--- src/rtl/mwam_pkg.sv ---
// ----------------------------------------------------------------------------
// mwam_pkg
// Shared types and constants for the magnetometer window alarm monitor.
// ----------------------------------------------------------------------------
package mwam_pkg;

    // counter thresholds
    localparam logic [7:0] TRIGGER_LEVEL = 8'd4;
    localparam logic [7:0] TRIGGER_MAX   = 8'd8;

    // field widths
    localparam int AXIS_W = 16;
    localparam int NORM_W = 8;
    localparam int SQ_W   = 31;
    localparam int STR_W  = 32;
    localparam int ADDR_W = 5;
    localparam int DATA_W = 32;

    // register indexes
    localparam logic [2:0] REG_OFFSET_X  = 3'd0;
    localparam logic [2:0] REG_OFFSET_Y  = 3'd1;
    localparam logic [2:0] REG_OFFSET_Z  = 3'd2;
    localparam logic [2:0] REG_SHIFT_X   = 3'd3;
    localparam logic [2:0] REG_SHIFT_Y   = 3'd4;
    localparam logic [2:0] REG_SHIFT_Z   = 3'd5;
    localparam logic [2:0] REG_LOW_THR   = 3'd6;
    localparam logic [2:0] REG_HIGH_THR  = 3'd7;

    // configuration seen by the datapath
    typedef struct packed {
        logic signed [AXIS_W-1:0] offset_x;
        logic signed [AXIS_W-1:0] offset_y;
        logic signed [AXIS_W-1:0] offset_z;
        logic [3:0]               shift_x;
        logic [3:0]               shift_y;
        logic [3:0]               shift_z;
        logic [STR_W-1:0]         low_thr;
        logic [STR_W-1:0]         high_thr;
    } mwam_cfg_t;

    // item between the square stage and the window stage
    typedef struct packed {
        logic signed [NORM_W-1:0] norm_x;
        logic signed [NORM_W-1:0] norm_y;
        logic signed [NORM_W-1:0] norm_z;
        logic [SQ_W-1:0]          sq_x;
        logic [SQ_W-1:0]          sq_y;
        logic [SQ_W-1:0]          sq_z;
        logic                     ovf;
    } mwam_sq_t;

endpackage

--- src/rtl/mwam_regs.sv ---
// ----------------------------------------------------------------------------
// mwam_regs
// APB-style register file holding offsets, shifts and window thresholds.
// ----------------------------------------------------------------------------
module mwam_regs (
    input  logic                          clk,
    input  logic                          rst_n,
    input  logic                          psel,
    input  logic                          penable,
    input  logic                          pwrite,
    input  logic [mwam_pkg::ADDR_W-1:0]   paddr,
    input  logic [mwam_pkg::DATA_W-1:0]   pwdata,
    output logic [mwam_pkg::DATA_W-1:0]   prdata,
    output logic                          pready,
    output mwam_pkg::mwam_cfg_t           cfg
);
    import mwam_pkg::*;

    mwam_cfg_t  cfg_reg;
    logic       wr_en;
    logic [2:0] reg_idx;

    assign pready  = 1'b1;
    assign wr_en   = psel && penable && pwrite;
    assign reg_idx = paddr[4:2];
    assign cfg     = cfg_reg;

    // register writes
    always_ff @(posedge clk or negedge rst_n)
    begin
        if (!rst_n)
        begin
            cfg_reg.offset_x <= '0;
            cfg_reg.offset_y <= '0;
            cfg_reg.offset_z <= '0;
            cfg_reg.shift_x  <= 4'd1;
            cfg_reg.shift_y  <= 4'd1;
            cfg_reg.shift_z  <= 4'd1;
            cfg_reg.low_thr  <= '0;
            cfg_reg.high_thr <= '0;
        end
        else if (wr_en)
        begin
            unique case (reg_idx)
                REG_OFFSET_X: cfg_reg.offset_x <= pwdata[AXIS_W-1:0];
                REG_OFFSET_Y: cfg_reg.offset_y <= pwdata[AXIS_W-1:0];
                REG_OFFSET_Z: cfg_reg.offset_z <= pwdata[AXIS_W-1:0];
                REG_SHIFT_X:  cfg_reg.shift_x  <= pwdata[3:0];
                REG_SHIFT_Y:  cfg_reg.shift_y  <= pwdata[3:0];
                REG_SHIFT_Z:  cfg_reg.shift_z  <= pwdata[3:0];
                REG_LOW_THR:  cfg_reg.low_thr  <= pwdata;
                REG_HIGH_THR: cfg_reg.high_thr <= pwdata;
                default:      ;
            endcase
        end
    end

    // read mux
    always_comb
    begin
        unique case (reg_idx)
            REG_OFFSET_X: prdata = {16'd0, cfg_reg.offset_x};
            REG_OFFSET_Y: prdata = {16'd0, cfg_reg.offset_y};
            REG_OFFSET_Z: prdata = {16'd0, cfg_reg.offset_z};
            REG_SHIFT_X:  prdata = {28'd0, cfg_reg.shift_x};
            REG_SHIFT_Y:  prdata = {28'd0, cfg_reg.shift_y};
            REG_SHIFT_Z:  prdata = {28'd0, cfg_reg.shift_z};
            REG_LOW_THR:  prdata = cfg_reg.low_thr;
            REG_HIGH_THR: prdata = cfg_reg.high_thr;
            default:      prdata = '0;
        endcase
    end

endmodule

--- src/rtl/mwam_axis.sv ---
// ----------------------------------------------------------------------------
// mwam_axis
// One axis: offset removal, arithmetic shift, square and int8 saturation.
// ----------------------------------------------------------------------------
module mwam_axis (
    input  logic signed [mwam_pkg::AXIS_W-1:0] raw,
    input  logic signed [mwam_pkg::AXIS_W-1:0] offset,
    input  logic [3:0]                         shift,
    input  logic                               ovf,
    output logic signed [mwam_pkg::NORM_W-1:0] norm,
    output logic [mwam_pkg::SQ_W-1:0]          square
);
    import mwam_pkg::*;

    logic signed [AXIS_W-1:0] diff;
    logic signed [AXIS_W-1:0] shifted;
    logic signed [31:0]       prod;
    logic                     fits;

    // wrapping difference then arithmetic shift
    assign diff    = raw - offset;
    assign shifted = diff >>> shift;

    // full precision square, never negative
    assign prod   = shifted * shifted;
    assign square = prod[SQ_W-1:0];

    // value fits int8 when bits 15..7 all agree
    assign fits = (&shifted[AXIS_W-1:NORM_W-1]) || !(|shifted[AXIS_W-1:NORM_W-1]);

    always_comb
    begin
        if (ovf)
            norm = '1;
        else if (fits)
            norm = shifted[NORM_W-1:0];
        else if (shifted[AXIS_W-1])
            norm = 8'sh80;
        else
            norm = 8'sh7f;
    end

endmodule

--- src/rtl/mwam_window.sv ---
// ----------------------------------------------------------------------------
// mwam_window
// Strength sum, window compare, saturating alarm counter and output register.
// ----------------------------------------------------------------------------
module mwam_window (
    input  logic                               clk,
    input  logic                               rst_n,
    input  logic                               item_valid,
    input  mwam_pkg::mwam_sq_t                 item,
    input  logic [mwam_pkg::STR_W-1:0]         low_thr,
    input  logic [mwam_pkg::STR_W-1:0]         high_thr,
    output logic                               take,
    output logic                               out_valid,
    input  logic                               out_stall,
    output logic signed [mwam_pkg::NORM_W-1:0] norm_x,
    output logic signed [mwam_pkg::NORM_W-1:0] norm_y,
    output logic signed [mwam_pkg::NORM_W-1:0] norm_z,
    output logic [mwam_pkg::STR_W-1:0]         strength,
    output logic                               in_range,
    output logic [7:0]                         alarm_level,
    output logic                               alarm_on,
    output logic                               notify
);
    import mwam_pkg::*;

    logic                     out_valid_reg;
    logic [7:0]               count_reg;
    logic [7:0]               count_next;
    logic [STR_W-1:0]         sum;
    logic [STR_W-1:0]         strength_next;
    logic                     ok;
    logic                     ready;
    logic signed [NORM_W-1:0] norm_x_reg;
    logic signed [NORM_W-1:0] norm_y_reg;
    logic signed [NORM_W-1:0] norm_z_reg;
    logic [STR_W-1:0]         strength_reg;
    logic                     in_range_reg;

    // output register frees when empty or being drained
    assign ready = !out_valid_reg || !out_stall;
    assign take  = item_valid && ready;

    // strength and window check
    assign sum = STR_W'(item.sq_x) + STR_W'(item.sq_y) + STR_W'(item.sq_z);
    assign strength_next = item.ovf ? '1 : sum;
    assign ok = (strength_next >= low_thr) && (strength_next <= high_thr);

    // saturating up/down counter
    always_comb
    begin
        count_next = count_reg;
        if (ok)
        begin
            if (count_reg != 8'd0)
                count_next = count_reg - 8'd1;
        end
        else if (count_reg < TRIGGER_MAX)
        begin
            count_next = count_reg + 8'd1;
        end
    end

    // control state
    always_ff @(posedge clk or negedge rst_n)
    begin
        if (!rst_n)
        begin
            out_valid_reg <= 1'b0;
            count_reg     <= '0;
        end
        else
        begin
            if (ready)
                out_valid_reg <= item_valid;
            if (take)
                count_reg <= count_next;
        end
    end

    // result payload
    always_ff @(posedge clk)
    begin
        if (take)
        begin
            norm_x_reg   <= item.norm_x;
            norm_y_reg   <= item.norm_y;
            norm_z_reg   <= item.norm_z;
            strength_reg <= strength_next;
            in_range_reg <= ok;
        end
    end

    assign out_valid   = out_valid_reg;
    assign norm_x      = norm_x_reg;
    assign norm_y      = norm_y_reg;
    assign norm_z      = norm_z_reg;
    assign strength    = strength_reg;
    assign in_range    = in_range_reg;
    assign alarm_level = count_reg;
    assign alarm_on    = count_reg >= TRIGGER_LEVEL;
    assign notify      = count_reg == TRIGGER_LEVEL;

endmodule

--- src/rtl/magnet_window_alarm_monitor_unit.sv ---
// ----------------------------------------------------------------------------
// magnet_window_alarm_monitor_unit
// Magnetometer sample normalizer with a field strength window alarm.
// ----------------------------------------------------------------------------
// Usage
//   Input channel (in_valid / in_stall) carries one three-axis sample and
//   an overflow flag per item; output channel (out_valid / out_stall)
//   carries one result item per sample, in order.
//   Pipeline: input register, square register, output register. An item
//   passes them in that order. One item per cycle is sustained while
//   out_stall is low; the stage-2 adder and window compare set the clock.
//   Each stage moves forward when the stage after it is empty or moving,
//   so items are still accepted while a result waits, until all three
//   stages are full. A stalled result holds its fields unchanged. The
//   alarm counter value is the one left by the item being reported.
//   Offsets, shifts and thresholds are written through the APB-style
//   port; the user must write them only while no item is in flight, which
//   the block does not enforce; pready is tied high. Reset clears all valid
//   flags and the counter and loads offsets 0, shifts 1, thresholds 0.
// ----------------------------------------------------------------------------
module magnet_window_alarm_monitor_unit (
    input  logic                clk,
    input  logic                rst_n,
    input  logic                psel,
    input  logic                penable,
    input  logic                pwrite,
    input  logic [4:0]          paddr,
    input  logic [31:0]         pwdata,
    output logic [31:0]         prdata,
    output logic                pready,
    input  logic                in_valid,
    output logic                in_stall,
    input  logic signed [15:0]  raw_x,
    input  logic signed [15:0]  raw_y,
    input  logic signed [15:0]  raw_z,
    input  logic                field_overflow,
    output logic                out_valid,
    input  logic                out_stall,
    output logic signed [7:0]   norm_x,
    output logic signed [7:0]   norm_y,
    output logic signed [7:0]   norm_z,
    output logic [31:0]         strength,
    output logic                in_range,
    output logic [7:0]          alarm_level,
    output logic                alarm_on,
    output logic                notify
);
    import mwam_pkg::*;

    mwam_cfg_t                cfg;
    logic                     s1_valid_reg;
    logic signed [AXIS_W-1:0] raw_x_reg;
    logic signed [AXIS_W-1:0] raw_y_reg;
    logic signed [AXIS_W-1:0] raw_z_reg;
    logic                     ovf_reg;
    logic                     s2_valid_reg;
    mwam_sq_t                 s2_reg;
    mwam_sq_t                 s2_next;
    logic                     s1_ready;
    logic                     s2_ready;
    logic                     take;

    // register file
    mwam_regs u_regs (
        .clk     (clk),
        .rst_n   (rst_n),
        .psel    (psel),
        .penable (penable),
        .pwrite  (pwrite),
        .paddr   (paddr),
        .pwdata  (pwdata),
        .prdata  (prdata),
        .pready  (pready),
        .cfg     (cfg)
    );

    // stage hand-off
    assign s2_ready = !s2_valid_reg || take;
    assign s1_ready = !s1_valid_reg || s2_ready;
    assign in_stall = !s1_ready;

    // input register
    always_ff @(posedge clk or negedge rst_n)
    begin
        if (!rst_n)
            s1_valid_reg <= 1'b0;
        else if (s1_ready)
            s1_valid_reg <= in_valid;
    end

    always_ff @(posedge clk)
    begin
        if (in_valid && s1_ready)
        begin
            raw_x_reg <= raw_x;
            raw_y_reg <= raw_y;
            raw_z_reg <= raw_z;
            ovf_reg   <= field_overflow;
        end
    end

    // per-axis correction and squares
    mwam_axis u_axis_x (
        .raw    (raw_x_reg),
        .offset (cfg.offset_x),
        .shift  (cfg.shift_x),
        .ovf    (ovf_reg),
        .norm   (s2_next.norm_x),
        .square (s2_next.sq_x)
    );

    mwam_axis u_axis_y (
        .raw    (raw_y_reg),
        .offset (cfg.offset_y),
        .shift  (cfg.shift_y),
        .ovf    (ovf_reg),
        .norm   (s2_next.norm_y),
        .square (s2_next.sq_y)
    );

    mwam_axis u_axis_z (
        .raw    (raw_z_reg),
        .offset (cfg.offset_z),
        .shift  (cfg.shift_z),
        .ovf    (ovf_reg),
        .norm   (s2_next.norm_z),
        .square (s2_next.sq_z)
    );

    assign s2_next.ovf = ovf_reg;

    // square register
    always_ff @(posedge clk or negedge rst_n)
    begin
        if (!rst_n)
            s2_valid_reg <= 1'b0;
        else if (s2_ready)
            s2_valid_reg <= s1_valid_reg;
    end

    always_ff @(posedge clk)
    begin
        if (s1_valid_reg && s2_ready)
            s2_reg <= s2_next;
    end

    // window, counter and output register
    mwam_window u_window (
        .clk         (clk),
        .rst_n       (rst_n),
        .item_valid  (s2_valid_reg),
        .item        (s2_reg),
        .low_thr     (cfg.low_thr),
        .high_thr    (cfg.high_thr),
        .take        (take),
        .out_valid   (out_valid),
        .out_stall   (out_stall),
        .norm_x      (norm_x),
        .norm_y      (norm_y),
        .norm_z      (norm_z),
        .strength    (strength),
        .in_range    (in_range),
        .alarm_level (alarm_level),
        .alarm_on    (alarm_on),
        .notify      (notify)
    );

endmodule

--- config.mk ---
export PLATFORM = sky130hd
export DESIGN_NAME = magnet_window_alarm_monitor_unit
export DESIGN_NICKNAME = d
export VERILOG_FILES = /design/src/rtl/mwam_pkg.sv /design/src/rtl/mwam_regs.sv /design/src/rtl/mwam_axis.sv /design/src/rtl/mwam_window.sv /design/src/rtl/magnet_window_alarm_monitor_unit.sv
export SDC_FILE = /design/constraint.sdc
export NUM_CORES = 2
export LEC_CHECK = 0
export BUFFER_PORTS_ARGS = -buffer_cell sky130_fd_sc_hd__buf_4
export CAP_MARGIN = 15
export CORE_ASPECT_RATIO = 1.5
export CORE_MARGIN = 1.5
export CORE_UTILIZATION = 30
export DETAILED_ROUTE_END_ITERATION = 8
export PLACE_DENSITY = 0.58
export SLEW_MARGIN = 20
export SYNTH_ARGS = -nofsm -noshare
export SYNTH_HDL_FRONTEND = slang
export SYNTH_HIERARCHICAL = 1
export SYNTH_SLANG_ARGS = --single-unit
--- constraint.sdc ---
create_clock -name clk -period 9.7 [get_ports clk]
set_clock_uncertainty 0.15 [all_clocks]
set_input_delay 0.485 -clock clk [delete_from_list [all_inputs] [get_ports clk]]
set_output_delay 0.485 -clock clk [all_outputs]
set_load 0.02 [all_outputs]
==> results.cfg <==
[sta]
finalWorstPathRequiredPeriod_ns = 9.34
finalMaxSlewViolations = 0
period_utilization_post_route = 0.963
setup_slack_ns = 0.359
hold_viol = 0
worst-slew-pin-transition_ns = 1.14
final_sum_of_negative_setup_slack_ns = 0
final.hold.worst_slack_ns = 0.0296
worst_slew_margin_rel = 0.241
clock.fmax_mhz = 107
finalSetupViolCount = 0

[global_route]
groute.layer.met2.usage = 0.334
grt_util_met1 = 0.210
grt_overflow = 0
grtUsageMet3 = 0.0163
grt_first_pass_wirelength_um = 238000
first_global_vias = 40800
total_routing_usage_reported_by_global_routing = 0.183
grt_antenna_before_repair = 4
pin_count_of_the_biggest_net_entering_global_routing = 73
grt_most_used_layer = met2

[worst_setup_path]
critical_path.top_delay_family = adder cells
endpoint_arrival_time_on_the_critical_path_ns = 9.51
worstPathBufferInverterCount = 11
setup.worst_path.start_class = flop
required_ns = 9.87
type_of_destination_of_the_critical_path = flop
cpMostUsedCell = sky130_fd_sc_hd__inv_1
cp_slowest_stage_delay_ns = 0.65
critical_path_peak_fanout = 11
cpMaxStageDelayCell = sky130_fd_sc_hd__a2111oi_1
critPathKind = reg -> reg

[clock_network]
cts_sinks = 359
cts_root_buf = sky130_fd_sc_hd__clkbuf_16
cts_inserted_buffers = 41
clock_tree.htree_level_count = 2
clk_latency_worst_skew_pair_ns = 0.60
worst_setup_hold_path_clk_slew_ns = 0.07
clock_tree_from_tritoncts = built
max-clock-path-buffers = 3

[layout]
largest_reg_flops = 124
final_net_count = 6773
layout-area-overhead-vs-synth_pct = 16.5
layout_cell_share_with_drive_strength_beyond_1 = 0.155

[routing]
drtIter0Drc = 2290
drt_drc = 0
first_pass_iters = 7
post_drt_wl_per_cell_um = 19.5
drt-vias-per-instance = 4.87
via_count = 38100
routed_wl_um = 152000
antenna_left = 0

[die]
die-height_um = 502
num_rows = 182
die-area_um2 = 168000
floorplan.initialDensity = 0.303
core_um2 = 164000
top_level_ports = 195
die_w_um = 336

[logic_synthesis]
synthCells = 5139
net_count_of_the_mapped_netlist = 6341
post_synth_main_area_contributors = sky130_fd_sc_hd__fa_1, sky130_fd_sc_hd__edfxtp_1, sky130_fd_sc_hd__ha_1, sky130_fd_sc_hd__inv_1, sky130_fd_sc_hd__dfrtp_1
yosys.cell_count.top_type = sky130_fd_sc_hd__inv_1
ys.warnings.count = 6
synth_seq_area_share = 0.203
synth.top_cells.by_count = sky130_fd_sc_hd__inv_1, sky130_fd_sc_hd__fa_1, sky130_fd_sc_hd__nor2_1
synth.largest_area_cell = sky130_fd_sc_hd__fa_1
avgSynthCellArea_um2 = 9.69
synth_cell_type_count = 128
synth_edf_count = 224
synth.cell_area_um2 = 49800
synth_ff_type = sky130_fd_sc_hd__edfxtp_1
synth_top_cell_area_share = 0.287
synth_seq_cells = 359
asyncSetResetFlopFracSynth = 0.376

[job]
timing.max_cap.violations = 0

[placed_design]
detailedPlace.worstSlack_ns = -0.138
port_buffers = 191
dp_hpwl_um = 128000
routabilityCongestion = 0.930

[status]
run_status = finished, final reports clean

[min_path]
min-delay-path-class = in -> reg
[layout make-up]
cell class	count	area, µm²
Sequential cell	359	10100
Clock inverter	24	263
Fill cell	16800	106000
Timing Repair Buffer	542	4340
Inverter	1114	4200
Multi-Input combinational cell	3513	35200
Clock buffer	52	1140
Antenna cell	1	2.50
Tap cell	2208	2760
[placed cells by master, fill, tap and decap left out, types with 31 or more instances in the layout]
cell / n
sky130_fd_sc_hd__nor2_1: 390
sky130_fd_sc_hd__a211oi_1: 42
sky130_fd_sc_hd__nand2_1: 361
sky130_fd_sc_hd__nand3_1: 59
sky130_fd_sc_hd__nand2b_1: 39
sky130_fd_sc_hd__ha_1: 391
sky130_fd_sc_hd__a21oi_1: 173
sky130_fd_sc_hd__xnor2_1: 134
sky130_fd_sc_hd__mux2i_1: 61
sky130_fd_sc_hd__o21ai_0: 110
sky130_fd_sc_hd__edfxtp_1: 224
sky130_fd_sc_hd__nor2b_1: 31
sky130_fd_sc_hd__inv_1: 1087
sky130_fd_sc_hd__dlygate4sd3_1: 74
sky130_fd_sc_hd__a21o_1: 88
sky130_fd_sc_hd__clkbuf_16: 43
sky130_fd_sc_hd__fa_1: 715
sky130_fd_sc_hd__dfrtp_1: 131
sky130_fd_sc_hd__nor3_1: 60
sky130_fd_sc_hd__buf_4: 459
sky130_fd_sc_hd__xor2_1: 46
sky130_fd_sc_hd__mux2_2: 139
[worst reg2reg max path, delay by kind of cell (launching register included)]
family	cells	cell delay (ns)
DFF	1	0.39
buffers and inverters	11	1.25
AOI/OAI and AO/OA	10	2.74
and+or+nand+nor	4	0.57
muxes	1	0.28
adders and majority gates	8	3.55
xor gates and xnor gates	1	0.14
[logic make-up (layout without fill, tap and decap cells)]
kind of cell	Yosys count	after routing	share of synthesized area
xor+xnor	180	180	0.0317
compound gates	836	836	0.120
other cells	4	5	0.000301
fa+ha+maj	1112	1112	0.387
mux	234	234	0.0531
simple gates	1147	1147	0.106
buf+inv	1267	1732	0.0991
flops	359	359	0.203
[through the flow]
step	std cells	utilization	cell area (µm²)
CTS	7794	0.349	57400
finish	7813	0.353	58000
floorplan	5139	-	49800
detailed placement	7643	0.336	55300
global placement	7642	0.336	55200
global route	7812	0.353	58000
[timing repair]
action / 4_1_cts / 5_1_grt
hold endpoints to repair: 154 / 0
hold buffers: 74 / 0
setup endpoints to repair: 5 / 26
setup buffers: 1 / 18
resized for setup: 6 / 98
gates cloned: 0 / 0
pin swaps: 1 / 13
[per-layer routing]
metal / routed length [µm] / vias up
met5: 27 / -
met4: 9920 / 4
met3: 5890 / 298
met2: 77800 / 992
met1: 58500 / 19100
li1: - / 17700
[worst paths after layout]
kind / from / endpoint / slack [ns] / depth (start not counted)
worst min register to register: s2_reg[101]$_DFFE_PP_ / u_window/norm_z[7]$_DFFE_PP_ / 0.27 / 0
max in group asynchronous: rst_n / u_regs/cfg[92]$_DFFE_PN0P_ / 7.57 / 3
worst max-delay path: u_regs/cfg[83]$_DFFE_PN0P_ / s2_reg[31]$_DFFE_PP_ / 0.36 / 35
worst max register to register: u_regs/cfg[83]$_DFFE_PN0P_ / s2_reg[31]$_DFFE_PP_ / 0.36 / 35
worst min-delay path: pwdata[9] / u_regs/cfg[117]$_DFFE_PN0P_ / 0.03 / 2
min in group asynchronous: rst_n / u_regs/cfg[15]$_DFFE_PN0P_ / 0.32 / 2
Power is left out: the tool's default activity adds up to more than one toggle a clock period on the data nets, which glitch-free logic cannot reach.
